File: src/vigenere_decrypt_alnum_macros.svh
// Assertion macros shared by the vigenere_decrypt_alnum RTL.
// Depends on nothing; included by the modules that carry assertions.
`ifndef VIGENERE_DECRYPT_ALNUM_MACROS_SVH
`define VIGENERE_DECRYPT_ALNUM_MACROS_SVH

// property that holds on every enabled edge
`define VDA_ASSERT_HOLD(label, clk, rst, prop) \
   label: assert property (@(posedge clk) disable iff (rst) (prop)) \
      else $error("vda: invariant violated");

// same-cycle implication
`define VDA_ASSERT_IMPL(label, clk, rst, ante, cons) \
   label: assert property (@(posedge clk) disable iff (rst) (ante) |-> (cons)) \
      else $error("vda: implication violated");

// next-cycle implication
`define VDA_ASSERT_NEXT(label, clk, rst, ante, cons) \
   label: assert property (@(posedge clk) disable iff (rst) (ante) |=> (cons)) \
      else $error("vda: next-cycle implication violated");

`endif

File: src/vda_pkg.sv
// Package for vigenere_decrypt_alnum: widths, character codes, item struct
// and constant-divisor reductions. Depends on nothing.
package vda_pkg;

   localparam int KEY_MAX     = 8;
   localparam int TEXT_W      = 8;
   localparam int KEY_BYTES_W = 64;
   localparam int KEY_LEN_W   = 4;
   localparam int POS_W       = 3;
   localparam int CSR_INDEX_W = 2;
   localparam int CSR_DATA_W  = 64;
   localparam int DIGIT_W     = 5;
   localparam int QUEUE_DEPTH = 2;
   localparam int QPTR_W      = 1;
   localparam int QCNT_W      = 2;

   localparam logic [CSR_INDEX_W-1:0] CSR_KEY_BYTES  = 2'd0;
   localparam logic [CSR_INDEX_W-1:0] CSR_KEY_LENGTH = 2'd1;

   localparam logic [TEXT_W-1:0] CH_UPPER_A = 8'h41;
   localparam logic [TEXT_W-1:0] CH_UPPER_Z = 8'h5A;
   localparam logic [TEXT_W-1:0] CH_LOWER_A = 8'h61;
   localparam logic [TEXT_W-1:0] CH_LOWER_Z = 8'h7A;
   localparam logic [TEXT_W-1:0] CH_DIGIT_0 = 8'h30;
   localparam logic [TEXT_W-1:0] CH_DIGIT_9 = 8'h39;

   localparam logic [DIGIT_W-1:0] SPAN_ALPHA = 5'd26;
   localparam logic [DIGIT_W-1:0] SPAN_DIGIT = 5'd10;

   typedef enum logic [1:0] {
      KIND_OTHER = 2'd0,
      KIND_LOWER = 2'd1,
      KIND_UPPER = 2'd2,
      KIND_DIGIT = 2'd3
   } vda_kind_type;

   typedef struct packed {
      logic                 last;
      vda_kind_type         kind;
      logic [TEXT_W-1:0]    text;
      logic [DIGIT_W-1:0]   offset;
      logic [DIGIT_W-1:0]   shift;
   } vda_item_type;

   // x mod 26 by reciprocal 79/2048 with one correction step
   function automatic logic [DIGIT_W-1:0] mod26(input logic [TEXT_W-1:0] x);
      logic [15:0] prod;
      logic [8:0]  q;
      logic [8:0]  r;
      prod = {8'd0, x} * 16'd79;
      q    = {4'd0, prod[15:11]};
      r    = {1'b0, x} - 9'(q * 9'd26);
      if (r >= 9'd26) begin
         r = r - 9'd26;
      end
      return r[DIGIT_W-1:0];
   endfunction

   // x mod 10 by reciprocal 205/2048 with one correction step
   function automatic logic [DIGIT_W-1:0] mod10(input logic [TEXT_W-1:0] x);
      logic [15:0] prod;
      logic [8:0]  q;
      logic [8:0]  r;
      prod = {8'd0, x} * 16'd205;
      q    = {4'd0, prod[15:11]};
      r    = {1'b0, x} - 9'(q * 9'd10);
      if (r >= 9'd10) begin
         r = r - 9'd10;
      end
      return r[DIGIT_W-1:0];
   endfunction

endpackage

File: src/vda_front.sv
// Front end: key registers, key position, byte classification and shift
// reduction. Uses vda_pkg and the shared assertion macros.
`include "vigenere_decrypt_alnum_macros.svh"

module vda_front (
   input  logic                               clock,
   input  logic                               reset,
   input  logic                               csr_we,
   input  logic [vda_pkg::CSR_INDEX_W-1:0]    csr_index,
   input  logic [vda_pkg::CSR_DATA_W-1:0]     csr_wdata,
   input  logic                               req_tvalid,
   output logic                               req_tready,
   input  logic [vda_pkg::TEXT_W-1:0]         req_tdata,  // text_byte
   input  logic                               req_tlast,  // last_in
   output logic                               push_valid,
   input  logic                               push_ready,
   output vda_pkg::vda_item_type              push_item
);

   logic [vda_pkg::KEY_BYTES_W-1:0] key_bytes_ff, key_bytes_in;
   logic [vda_pkg::KEY_LEN_W-1:0]   key_len_ff, key_len_in;
   logic [vda_pkg::POS_W-1:0]       key_pos_ff, key_pos_in;

   logic [vda_pkg::KEY_LEN_W-1:0]   eff_len;
   logic [vda_pkg::POS_W-1:0]       pos_cur;
   logic [vda_pkg::KEY_LEN_W-1:0]   pos_next;
   logic [vda_pkg::TEXT_W-1:0]      key_byte;
   logic [vda_pkg::TEXT_W-1:0]      shift_raw;
   logic                            accept;

   assign req_tready = push_ready;
   assign push_valid = req_tvalid;
   assign accept     = req_tvalid && push_ready;

   always_comb begin
      key_bytes_in = key_bytes_ff;
      key_len_in   = key_len_ff;
      if (csr_we) begin
         unique case (csr_index)
            vda_pkg::CSR_KEY_BYTES:  key_bytes_in = csr_wdata;
            vda_pkg::CSR_KEY_LENGTH: key_len_in   = csr_wdata[vda_pkg::KEY_LEN_W-1:0];
            default: ;
         endcase
      end
   end

   always_comb begin
      eff_len = key_len_ff;
      if (key_len_ff == '0) begin
         eff_len = vda_pkg::KEY_LEN_W'(1);
      end else if (key_len_ff > vda_pkg::KEY_LEN_W'(vda_pkg::KEY_MAX)) begin
         eff_len = vda_pkg::KEY_LEN_W'(vda_pkg::KEY_MAX);
      end
   end

   always_comb begin
      pos_cur = key_pos_ff;
      if ({1'b0, key_pos_ff} >= eff_len) begin
         pos_cur = '0;
      end
      pos_next   = {1'b0, pos_cur} + vda_pkg::KEY_LEN_W'(1);
      key_pos_in = key_pos_ff;
      if (accept) begin
         if (req_tlast || pos_next >= eff_len) begin
            key_pos_in = '0;
         end else begin
            key_pos_in = pos_next[vda_pkg::POS_W-1:0];
         end
      end
   end

   assign key_byte  = key_bytes_ff[{pos_cur, 3'b000} +: vda_pkg::TEXT_W];
   assign shift_raw = (key_byte >= vda_pkg::CH_UPPER_A) ? key_byte - vda_pkg::CH_UPPER_A : '0;

   always_comb begin
      push_item.last   = req_tlast;
      push_item.text   = req_tdata;
      push_item.kind   = vda_pkg::KIND_OTHER;
      push_item.offset = '0;
      push_item.shift  = '0;
      if (req_tdata >= vda_pkg::CH_LOWER_A && req_tdata <= vda_pkg::CH_LOWER_Z) begin
         push_item.kind   = vda_pkg::KIND_LOWER;
         push_item.offset = vda_pkg::DIGIT_W'(req_tdata - vda_pkg::CH_LOWER_A);
         push_item.shift  = vda_pkg::mod26(shift_raw);
      end else if (req_tdata >= vda_pkg::CH_DIGIT_0 && req_tdata <= vda_pkg::CH_DIGIT_9) begin
         push_item.kind   = vda_pkg::KIND_DIGIT;
         push_item.offset = vda_pkg::DIGIT_W'(req_tdata - vda_pkg::CH_DIGIT_0);
         push_item.shift  = vda_pkg::mod10(shift_raw);
      end else if (req_tdata >= vda_pkg::CH_UPPER_A && req_tdata <= vda_pkg::CH_UPPER_Z) begin
         push_item.kind   = vda_pkg::KIND_UPPER;
         push_item.offset = vda_pkg::DIGIT_W'(req_tdata - vda_pkg::CH_UPPER_A);
         push_item.shift  = vda_pkg::mod26(shift_raw);
      end
   end

   always_ff @(posedge clock) begin
      if (reset) begin
         key_bytes_ff <= '0;
         key_len_ff   <= vda_pkg::KEY_LEN_W'(1);
         key_pos_ff   <= '0;
      end else begin
         key_bytes_ff <= key_bytes_in;
         key_len_ff   <= key_len_in;
         key_pos_ff   <= key_pos_in;
      end
   end

   `VDA_ASSERT_IMPL(a_digit_range, clock, reset,
      push_valid && push_item.kind == vda_pkg::KIND_DIGIT,
      push_item.shift < vda_pkg::SPAN_DIGIT && push_item.offset < vda_pkg::SPAN_DIGIT)
   `VDA_ASSERT_IMPL(a_alpha_range, clock, reset,
      push_valid && (push_item.kind == vda_pkg::KIND_LOWER ||
                     push_item.kind == vda_pkg::KIND_UPPER),
      push_item.shift < vda_pkg::SPAN_ALPHA && push_item.offset < vda_pkg::SPAN_ALPHA)

endmodule

File: src/vda_queue.sv
// Short queue between front and back ends, holding classified requests.
// Uses vda_pkg and the shared assertion macros.
`include "vigenere_decrypt_alnum_macros.svh"

module vda_queue (
   input  logic                   clock,
   input  logic                   reset,
   input  logic                   push_valid,
   output logic                   push_ready,
   input  vda_pkg::vda_item_type  push_item,
   output logic                   pop_valid,
   input  logic                   pop_ready,
   output vda_pkg::vda_item_type  pop_item
);

   vda_pkg::vda_item_type           slot_ff [vda_pkg::QUEUE_DEPTH];
   logic [vda_pkg::QPTR_W-1:0]      wr_ptr_ff, wr_ptr_in;
   logic [vda_pkg::QPTR_W-1:0]      rd_ptr_ff, rd_ptr_in;
   logic [vda_pkg::QCNT_W-1:0]      count_ff, count_in;
   logic                            push, pop;

   assign push_ready = count_ff != vda_pkg::QCNT_W'(vda_pkg::QUEUE_DEPTH);
   assign pop_valid  = count_ff != '0;
   assign push       = push_valid && push_ready;
   assign pop        = pop_valid && pop_ready;
   assign pop_item   = slot_ff[rd_ptr_ff];

   always_comb begin
      wr_ptr_in = push ? wr_ptr_ff + vda_pkg::QPTR_W'(1) : wr_ptr_ff;
      rd_ptr_in = pop  ? rd_ptr_ff + vda_pkg::QPTR_W'(1) : rd_ptr_ff;
      count_in  = count_ff;
      if (push && !pop) begin
         count_in = count_ff + vda_pkg::QCNT_W'(1);
      end else if (pop && !push) begin
         count_in = count_ff - vda_pkg::QCNT_W'(1);
      end
   end

   always_ff @(posedge clock) begin
      if (push) begin
         slot_ff[wr_ptr_ff] <= push_item;
      end
   end

   always_ff @(posedge clock) begin
      if (reset) begin
         wr_ptr_ff <= '0;
         rd_ptr_ff <= '0;
         count_ff  <= '0;
      end else begin
         wr_ptr_ff <= wr_ptr_in;
         rd_ptr_ff <= rd_ptr_in;
         count_ff  <= count_in;
      end
   end

   `VDA_ASSERT_HOLD(a_count_bound, clock, reset,
      count_ff <= vda_pkg::QCNT_W'(vda_pkg::QUEUE_DEPTH))
   `VDA_ASSERT_IMPL(a_ptr_gap, clock, reset,
      count_ff == '0, wr_ptr_ff == rd_ptr_ff)

endmodule

File: src/vda_back.sv
// Back end: modular subtraction within each alphabet and the response
// register. Uses vda_pkg and the shared assertion macros.
`include "vigenere_decrypt_alnum_macros.svh"

module vda_back (
   input  logic                        clock,
   input  logic                        reset,
   input  logic                        pop_valid,
   output logic                        pop_ready,
   input  vda_pkg::vda_item_type       pop_item,
   output logic                        rsp_tvalid,
   input  logic                        rsp_tready,
   output logic [vda_pkg::TEXT_W-1:0]  rsp_tdata,  // plain_byte
   output logic                        rsp_tlast   // last_out
);

   logic                          rsp_valid_ff, rsp_valid_in;
   logic [vda_pkg::TEXT_W-1:0]    rsp_data_ff;
   logic                          rsp_last_ff;
   logic [vda_pkg::TEXT_W-1:0]    plain;
   logic [vda_pkg::TEXT_W-1:0]    base;
   logic [vda_pkg::DIGIT_W-1:0]   span;
   logic [vda_pkg::DIGIT_W:0]     diff;
   logic                          pop;

   assign pop_ready = !rsp_valid_ff || rsp_tready;
   assign pop       = pop_valid && pop_ready;

   always_comb begin
      base = vda_pkg::CH_UPPER_A;
      span = vda_pkg::SPAN_ALPHA;
      unique case (pop_item.kind)
         vda_pkg::KIND_LOWER: base = vda_pkg::CH_LOWER_A;
         vda_pkg::KIND_DIGIT: begin
            base = vda_pkg::CH_DIGIT_0;
            span = vda_pkg::SPAN_DIGIT;
         end
         default: ;
      endcase
      if (pop_item.offset >= pop_item.shift) begin
         diff = {1'b0, pop_item.offset} - {1'b0, pop_item.shift};
      end else begin
         diff = {1'b0, pop_item.offset} + {1'b0, span} - {1'b0, pop_item.shift};
      end
      if (pop_item.kind == vda_pkg::KIND_OTHER) begin
         plain = pop_item.text;
      end else begin
         plain = base + vda_pkg::TEXT_W'(diff);
      end
   end

   always_comb begin
      rsp_valid_in = rsp_valid_ff;
      if (pop) begin
         rsp_valid_in = 1'b1;
      end else if (rsp_tready) begin
         rsp_valid_in = 1'b0;
      end
   end

   always_ff @(posedge clock) begin
      if (pop) begin
         rsp_data_ff <= plain;
         rsp_last_ff <= pop_item.last;
      end
   end

   always_ff @(posedge clock) begin
      if (reset) begin
         rsp_valid_ff <= 1'b0;
      end else begin
         rsp_valid_ff <= rsp_valid_in;
      end
   end

   assign rsp_tvalid = rsp_valid_ff;
   assign rsp_tdata  = rsp_data_ff;
   assign rsp_tlast  = rsp_last_ff;

   `VDA_ASSERT_NEXT(a_pop_shows, clock, reset, pop, rsp_valid_ff)

endmodule

File: src/vigenere_decrypt_alnum.sv
// Vigenere decryption over letters and digits, one byte per request.
// Channels: req_* carries text_byte in tdata and last_in in tlast; rsp_*
// returns plain_byte in tdata and last_out in tlast; csr_* writes the key
// (index 0, 64 bits of key bytes, byte 0 lowest) and its length (index 1).
// A request is taken when tvalid and tready are both high; each request
// gives exactly one response, in order.
// The front end classifies the byte and reduces the shift into the queue;
// the back end performs the modular subtraction into the response register.
// Throughput: one request per cycle while rsp_tready is high, set by the
// combinational front end and the back end popping the queue whenever
// the response register frees.
// When rsp_tready is low the response holds, the two-entry queue fills and
// req_tready drops once it is full; no request is lost.
// Reset clears the key to zero, the length to one and the key position to
// zero, and empties the queue and response register. Write the registers
// only while no request is in flight.
// Depends on vda_pkg, vda_front, vda_queue and vda_back.

module vigenere_decrypt_alnum (
   input  logic                               clock,
   input  logic                               reset,
   input  logic                               csr_we,
   input  logic [vda_pkg::CSR_INDEX_W-1:0]    csr_index,
   input  logic [vda_pkg::CSR_DATA_W-1:0]     csr_wdata,
   input  logic                               req_tvalid,
   output logic                               req_tready,
   input  logic [vda_pkg::TEXT_W-1:0]         req_tdata,  // text_byte
   input  logic                               req_tlast,  // last_in
   output logic                               rsp_tvalid,
   input  logic                               rsp_tready,
   output logic [vda_pkg::TEXT_W-1:0]         rsp_tdata,  // plain_byte
   output logic                               rsp_tlast   // last_out
);

   logic                   push_valid, push_ready;
   vda_pkg::vda_item_type  push_item;
   logic                   pop_valid, pop_ready;
   vda_pkg::vda_item_type  pop_item;

   vda_front u_front (
      .clock      (clock),
      .reset      (reset),
      .csr_we     (csr_we),
      .csr_index  (csr_index),
      .csr_wdata  (csr_wdata),
      .req_tvalid (req_tvalid),
      .req_tready (req_tready),
      .req_tdata  (req_tdata),
      .req_tlast  (req_tlast),
      .push_valid (push_valid),
      .push_ready (push_ready),
      .push_item  (push_item)
   );

   vda_queue u_queue (
      .clock      (clock),
      .reset      (reset),
      .push_valid (push_valid),
      .push_ready (push_ready),
      .push_item  (push_item),
      .pop_valid  (pop_valid),
      .pop_ready  (pop_ready),
      .pop_item   (pop_item)
   );

   vda_back u_back (
      .clock      (clock),
      .reset      (reset),
      .pop_valid  (pop_valid),
      .pop_ready  (pop_ready),
      .pop_item   (pop_item),
      .rsp_tvalid (rsp_tvalid),
      .rsp_tready (rsp_tready),
      .rsp_tdata  (rsp_tdata),
      .rsp_tlast  (rsp_tlast)
   );

endmodule
File: config.mk
export PLATFORM = sky130hd
export DESIGN_NAME = vigenere_decrypt_alnum
export DESIGN_NICKNAME = d
export VERILOG_FILES = /design/src/vda_pkg.sv /design/src/vda_front.sv /design/src/vda_queue.sv /design/src/vda_back.sv /design/src/vigenere_decrypt_alnum.sv
export VERILOG_INCLUDE_DIRS = /design/src /design/src/src
export SDC_FILE = /design/constraint.sdc
export NUM_CORES = 1
export LEC_CHECK = 0
export ABC_AREA = 1
export BUFFER_PORTS_ARGS = -buffer_cell sky130_fd_sc_hd__buf_2
export CAP_MARGIN = 20
export CORE_AREA = 2 2 151 153
export CTS_CLUSTER_DIAMETER = 60
export CTS_CLUSTER_SIZE = 28
export DETAILED_ROUTE_END_ITERATION = 12
export DIE_AREA = 0 0 153 155
export GPL_TIMING_DRIVEN = 0
export PLACE_DENSITY = 0.66
export SYNTH_ARGS = -nofsm -noshare
export SYNTH_HDL_FRONTEND = slang
export SYNTH_SLANG_ARGS = --single-unit
File: constraint.sdc
create_clock -name clock -period 12.9 [get_ports clock]
set_input_delay 0 -clock clock [delete_from_list [all_inputs] [get_ports clock]]
set_output_delay 0 -clock clock [all_outputs]
set_load 0.02 [all_outputs]
==> parameters.txt, run 1 <==
Parameter                              Value

STA
  Final number of setup-violating endpoints    0
  RSZ-0062 raised after global routing    false
  Transition time at the pin with the least slew margin    0.999 ns
  Summed negative setup slack over all endpoints    0 ns
  Setup slack of the critical path after layout    2.22 ns
  Max Freq    0.0936 GHz
  Max_slew headroom    0.331
  Final Skew    0.00938 ns
  Final hold violation count    0
  Max-slew violation count    0
  Smallest hold slack    0.0231 ns
  Portion of the clock cycle consumed by the worst path in the final layout    0.828
  Crit path time final    10.68 ns

Synthesis
  Post-synth top area share    0.171
  Yosys synthesis warning count    0
  Portion of the post-synthesis area used by sequential elements    0.314
  Fraction of registers with async set or reset after synthesis    0
  Top cells by area, synth    ha_1 17%, dfxtp_1 16%, edfxtp_1 16%
  Avg Synthesized Cell Area    8.18 um^2
  Syn Inst Count    1,197
  Unique masters post-synth    52
  Net count after synthesis    1,444
  Post-synth top flop    dfxtp_1
  Post-synth top area cell    ha_1
  Summed instance area of the synthesized netlist    0.00979 mm^2
  Synth cell count leaders    184 x inv_1, 149 x nand2_1, 143 x nor2_1
  Register bit total from synthesis    128
  Leading cell type by number of instances after synthesis    inv_1
  Number of enable-type register cells in the synthesized netlist    51

Floorplan
  Vertical die dimension    155 um
  Core Rows    55
  I/O pin total    91
  Std-Cell Core Area    0.0222 mm^2
  Starting density of the core    0.440
  Overall die area    0.0237 mm^2
  Die width    153 um

Cells and area
  Final net count    1,636
  Fillers    2,038
  Final design area excluding fillers    0.0121 mm^2
  Area growth from synthesis to layout    23.6%
  Final antenna diode count    0
  Reg area    0.00307 mm^2
  Ratio of cells with drive above 1 in the final layout    0.131
  Area taken by multi-input logic gates    0.00583 mm^2

Place
  Port Buffer Count    90
  Worst-case setup slack after placement    2.09 ns
  RD Place Congestion    0.866
  Standard cell area after detailed placement    0.0107 mm^2
  Placed wire-length estimate after detailed placement    18,100 um

Worst setup path
  Worst path arrival time    10.86 ns
  Max Fanout on Critical Path    10
  Largest stage delay, worst path    0.67 ns
  CP most frequent cell    inv_1
  Type of element launching the critical path    flip-flop
  Crit Path Category    flip-flop to flip-flop
  Master of the slowest instance on the critical path    nor2_1
  Endpoint class of the critical path    flip-flop
  Crit path required time    13.08 ns

Global routing
  Initial antenna violation count    0
  Grt total ovfl    0
  Overall global routing resource usage    0.204
  Number of global-route vias before repair    8,360
  Pin count of the biggest net entering global routing    18
  Wire length of the first global-routing pass    39,100 um

Drt
  Via-per-instance ratio    5.09
  Initial detailed-routing violation count    649
  Per-cell routed wire length    14.2 um
  Number of iterations in the first detailed-routing pass    5
  Wire length reported by the detailed router    23,900 um
  Number of antenna-violating nets in the routed design    0
  Number of DRC violations after detailed routing    0
  Total vias in the final route    8,583

Outcome
  Result of the run    completed

Pwr
  Final Power    2.18 mW
  Cell Pwr Density    180 mW/mm^2
  Leakage power    5.99 nW
  Worst voltage drop across the vdd grid    83.5 uV

Clock network
  CTS Buf Count    17
  Total of cells resized after clock tree synthesis    0
  TritonCTS clock tree    done
  Number of buffers inserted by post-CTS setup repair    0
  Buffer cell driving the clock tree root    clkbuf_16
  Max Buffers Root-to-Sink    2
  CTS H-tree depth    4
  Reg clk slew, reported paths    0.06 ns
  Clock latency on the worst-skew pair    0.43 ns
  Number of clock sinks seen by CTS    128

Hold path
  Hold crit path type    primary input to flip-flop

Job
  Number of max-cap violations    0
-- power breakdown --
part | switching (mW) | total, mW | internal [mW] | leakage (nW)
clock network | 0.195 | 0.511 | 0.315 | 0.310
logic | 0.697 | 1.15 | 0.451 | 4.56
registers | 0.0167 | 0.525 | 0.508 | 1.12
-- layout by cell type (no fill, tap or decap), drive strengths merged, types with 20 or more instances in the layout --
master	instances
dlygate4sd3	77
a21oi	70
clkbuf	40
ha	134
fa	33
buf	110
xor2	26
edfxtp	51
inv	196
dfxtp	77
nand3	55
nor2	148
nand2	158
o21ai	108
nand4	20
-- per-stage QoR --
step,instances,util
floorplan,1197,-
global placement,1572,0.477
detailed placement,1576,0.480
CTS,1685,0.543
global route,1687,0.544
finish,1687,0.544
-- flip-flops by register name, indices dropped and copies added, names as in the netlist, named ones only --
register,flops
u_queue.wr_ptr_ff,1
u_front.key_bytes_ff,64
u_queue.rd_ptr_ff,1
u_front.key_pos_ff,3
u_queue.count_ff,2
u_back.rsp_tlast,1
u_front.key_len_ff,4
u_queue.slot_ff,42
u_back.rsp_tvalid,1
u_back.rsp_tdata,8
-- worst paths after layout --
check,start,cells past startpoint,to,slack [ns]
min reg2reg,u_front.key_bytes_ff[7]$_SDFFE_PP0P_,2,u_front.key_bytes_ff[7]$_SDFFE_PP0P_,0.46
max reg2reg,u_front.key_pos_ff[0]$_SDFFE_PP0P_,54,u_queue.slot_ff[0][3]$_DFFE_PP_,2.22
max,u_front.key_pos_ff[0]$_SDFFE_PP0P_,54,u_queue.slot_ff[0][3]$_DFFE_PP_,2.22
min,csr_index[1],4,u_front.key_len_ff[1]$_SDFFE_PP0P_,0.02
-- critical path: cells and delay by family (launching register included) --
family | cells | cell delay [ns]
flops | 1 | 0.39
compound gates | 10 | 1.82
simple gates | 16 | 1.96
fa+ha+maj | 12 | 4.27
buf+inv | 14 | 1.50
xor+xnor | 2 | 0.46
-- metal layers --
| metal | part of all wire | GRT usage | vias to the layer above |
|---|---|---|---|
| li1 | - | - | 4355 |
| met1 | 0.45 | 0.260 | 3983 |
| met2 | 0.48 | 0.359 | 210 |
| met3 | 0.047 | 0.0315 | 35 |
| met4 | 0.018 | 0.0586 | 0 |
| met5 | 0 | 0 | - |
-- final cells by class --
class	count	area share
multi-input combinational	843	0.482
sequential	128	0.254
timing repair buffer	173	0.109
inverter	190	0.0589
clock buffer	18	0.0363
tap	285	0.0295
clock inverter	14	0.0160
buffer	36	0.0147
-- cell families after synthesis --
family | Yosys count | share of synthesized area
AO/OA/AOI/OAI | 221 | 0.127
XOR/XNOR | 36 | 0.0322
adder cells (fa/ha/maj) | 167 | 0.239
buffers and inverters | 226 | 0.0910
flip-flops | 128 | 0.314
multiplexers | 14 | 0.0153
AND/OR/NAND/NOR | 405 | 0.182
-- timing repair --
action                     4_1_cts  5_1_grt
hold buffers                    77        0
hold endpoints to repair        90        0
setup endpoints to repair        0        0
Power figures use the tool's default switching activity.
==> inputs of run 2 (changes only) <==
Settings changed: ABC_AREA 1 to 0, PLACE_DENSITY 0.66 to 0.68.
Clock period 12.9 ns to 8.9 ns, I/O delays scaled along.
==> run 2 against run 1 <==
Compared with the run above:
- the run now ends with setup timing left
- sequential power rose by 44%
- final cell count shrank 6.2%
- global-route usage up 1.2 points
- via count shrank 1.3%
- hold slack gained 0.083 ns
- synthesized cell count down 12%
- maximum frequency increased by 5.4%
- worst setup slack worse by 3.5 ns
- wire length is 7.5% higher
- non-clock buffer count increased by 42
- sequential cell count stayed put
- largest cell class unchanged
- largest power group unchanged
==> parameters.txt, run 2 <==
Parameter                              Value

Clock network
  Reg clk slew, reported paths    0.06 ns
  CTS H-tree depth    4
  CTS Buf Count    17
  Number of clock sinks seen by CTS    128
  Max Buffers Root-to-Sink    2
  Buffer cell driving the clock tree root    clkbuf_16
  Clock latency on the worst-skew pair    0.42 ns
  TritonCTS clock tree    done

STA
  Final number of setup-violating endpoints    8
  Max Freq    0.0987 GHz
  RSZ-0062 raised after global routing    true
  Final Skew    0.00821 ns
  Portion of the clock cycle consumed by the worst path in the final layout    1.14
  Crit path time final    10.13 ns
  Transition time at the pin with the least slew margin    1.00 ns
  Max-slew violation count    0
  Setup slack of the critical path after layout    -1.23 ns
  Max_slew headroom    0.323
  Final hold violation count    0

Synthesis
  Summed instance area of the synthesized netlist    0.00981 mm^2
  Avg Synthesized Cell Area    9.32 um^2
  Syn Inst Count    1,053
  Post-synth top flop    dfxtp_1
  Portion of the post-synthesis area used by sequential elements    0.313
  Post-synth top area cell    ha_1
  Synth cell count leaders    166 x nand2_1, 134 x ha_1, 106 x a21oi_1
  Yosys synthesis warning count    0
  Register bit total from synthesis    128
  Top cells by area, synth    ha_1 17%, dfxtp_1 16%, edfxtp_1 16%
  Number of enable-type register cells in the synthesized netlist    51
  Leading cell type by number of instances after synthesis    nand2_1
  Post-synth top area share    0.171
  Net count after synthesis    1,300
  Fraction of registers with async set or reset after synthesis    0
  Unique masters post-synth    82

Global routing
  Number of global-route vias before repair    8,624
  Grt total ovfl    0
  Initial antenna violation count    0
  Overall global routing resource usage    0.216
  Pin count of the biggest net entering global routing    22
  Wire length of the first global-routing pass    41,600 um

Worst setup path
  Worst path arrival time    10.27 ns
  Crit Path Category    flip-flop to flip-flop
  Max Fanout on Critical Path    10
  Critical path's top delay family    compound AO/OA/AOI/OAI gates
  Worst path buffer plus inverter count    5
  CP most frequent cell    a21o_1
  Largest stage delay, worst path    0.58 ns
  Type of element launching the critical path    flip-flop
  Crit path required time    9.04 ns
  Master of the slowest instance on the critical path    or4b_4
  Endpoint class of the critical path    flip-flop

Pwr
  Leakage power    5.89 nW
  Final Power    2.96 mW
  Worst voltage drop across the vdd grid    133 uV
  Cell Pwr Density    229 mW/mm^2

Floorplan
  Core Rows    55
  Vertical die dimension    155 um
  Starting density of the core    0.441
  Overall die area    0.0237 mm^2
  Die width    153 um
  Std-Cell Core Area    0.0222 mm^2
  I/O pin total    91

Place
  Standard cell area after detailed placement    0.0108 mm^2
  Port Buffer Count    89
  Worst-case setup slack after placement    -1.65 ns
  RD Place Congestion    0.873
  Placed wire-length estimate after detailed placement    17,700 um

Drt
  Per-cell routed wire length    16.2 um
  Number of iterations in the first detailed-routing pass    5
  Via-per-instance ratio    5.35
  Number of antenna-violating nets in the routed design    0
  Initial detailed-routing violation count    390
  Wire length reported by the detailed router    25,700 um
  Number of DRC violations after detailed routing    0
  Total vias in the final route    8,475

Cells and area
  Number of flip-flops under the largest register name    64
  Commonest cells after routing, fill and taps aside    162 x nand2_1, 119 x ha_1, 96 x a21oi_1, 91 x buf_2, 81 x inv_1
  Area growth from synthesis to layout    32.0%
  Final net count    1,532
  Final design area excluding fillers    0.0129 mm^2
  Core Util, Final    0.583
  Leading cell type in the layout, fill and taps excluded    nand2_1
  Final antenna diode count    0
  Most flops, register    u_front.key_bytes_ff
  Ratio of cells with drive above 1 in the final layout    0.240

Job
  Number of max-cap violations    0

Hold path
  Hold crit path type    primary input to flip-flop

Outcome
  Violations in the final reports    setup timing
  Result of the run    finished with violations
==> run 2: cell count changes after synthesis, moves of 26 or more <==
cell / before / now
inv_1: 184 / 90
nor2_1: 143 / 57
o21ai_0: 106 / 25
nand3_1: 49 / 7
a21oi_1: 68 / 106
mux2i_1: 6 / 32
==> run 2: final timing paths <==
check / start / cells past startpoint / to / slack (ns)
setup reg to reg: u_front.key_pos_ff[0]$_SDFFE_PP0P_ / 48 / u_queue.slot_ff[1][3]$_DFFE_PP_ / -1.23
hold / removal: csr_we / 3 / u_front.key_len_ff[0]$_SDFFE_PP1P_ / 0.11
setup / recovery: u_front.key_pos_ff[0]$_SDFFE_PP0P_ / 48 / u_queue.slot_ff[1][3]$_DFFE_PP_ / -1.23
hold reg to reg: u_front.key_bytes_ff[15]$_SDFFE_PP0P_ / 2 / u_front.key_bytes_ff[15]$_SDFFE_PP0P_ / 0.45
==> run 2: power by group <==
group	total (mW)	internal (mW)	switching (mW)
Combinational	1.49	0.663	0.828
Sequential	0.757	0.730	0.0264
Clock	0.712	0.454	0.258
==> run 2: cell type report <==
type,instances,area [um^2]
inverters,91,353
repair buffers,213,1620
clock buffers,23,504
well taps,285,357
fillers,1882,9280
clock inverters,9,100
multi-input cells,796,6760
flip-flops and latches,128,3080
plain buffers,38,185
==> run 2: worst min-delay path, delay by kind of cell <==
family                 cells  cell delay, ns
and+or+nand+nor            1            0.22
AOI/OAI and AO/OA          1            0.16
buffers and inverters      1            0.11
==> run 2: logic make-up after synthesis <==
logic type	count (synthesis)	share of synthesized area
and+or+nand+nor	304	0.140
AOI/OAI and AO/OA	230	0.154
adders and majority gates	167	0.238
buffers and inverters	129	0.0529
DFF	128	0.313
xor gates and xnor gates	48	0.0428
muxes	47	0.0593
==> run 2: per-stage QoR <==
step                      std cells  TNS (ns)  hold WS, ns
after global placement         1427    -11.77        0.236
final                          1583     -9.27        0.106
after floorplan                1053     -3.35       0.0989
after detailed placement       1428    -12.77        0.240
after global routing           1583    -12.69        0.132
after CTS                      1570     -9.42       0.0842
==> run 2: repair_timing <==
action / 4_1_cts / 5_1_grt
buffers inserted: 36 / 12
endpoints found under the hold margin: 87 / 0
pin swaps: 55 / 46
resized for setup: 32 / 43
hold buffers: 74 / 0
endpoints found under the setup margin: 8 / 8
==> run 2: layer usage <==
| metal | wire (um) | part of all wire | vias up | track usage |
|---|---|---|---|---|
| li1 | - | - | 4146 | - |
| met3 | 1070 | 0.042 | 47 | 0.0393 |
| met1 | 11100 | 0.43 | 4071 | 0.264 |
| met4 | 581 | 0.023 | 0 | 0.0745 |
| met5 | 0 | 0 | - | 0 |
| met2 | 13000 | 0.50 | 211 | 0.383 |
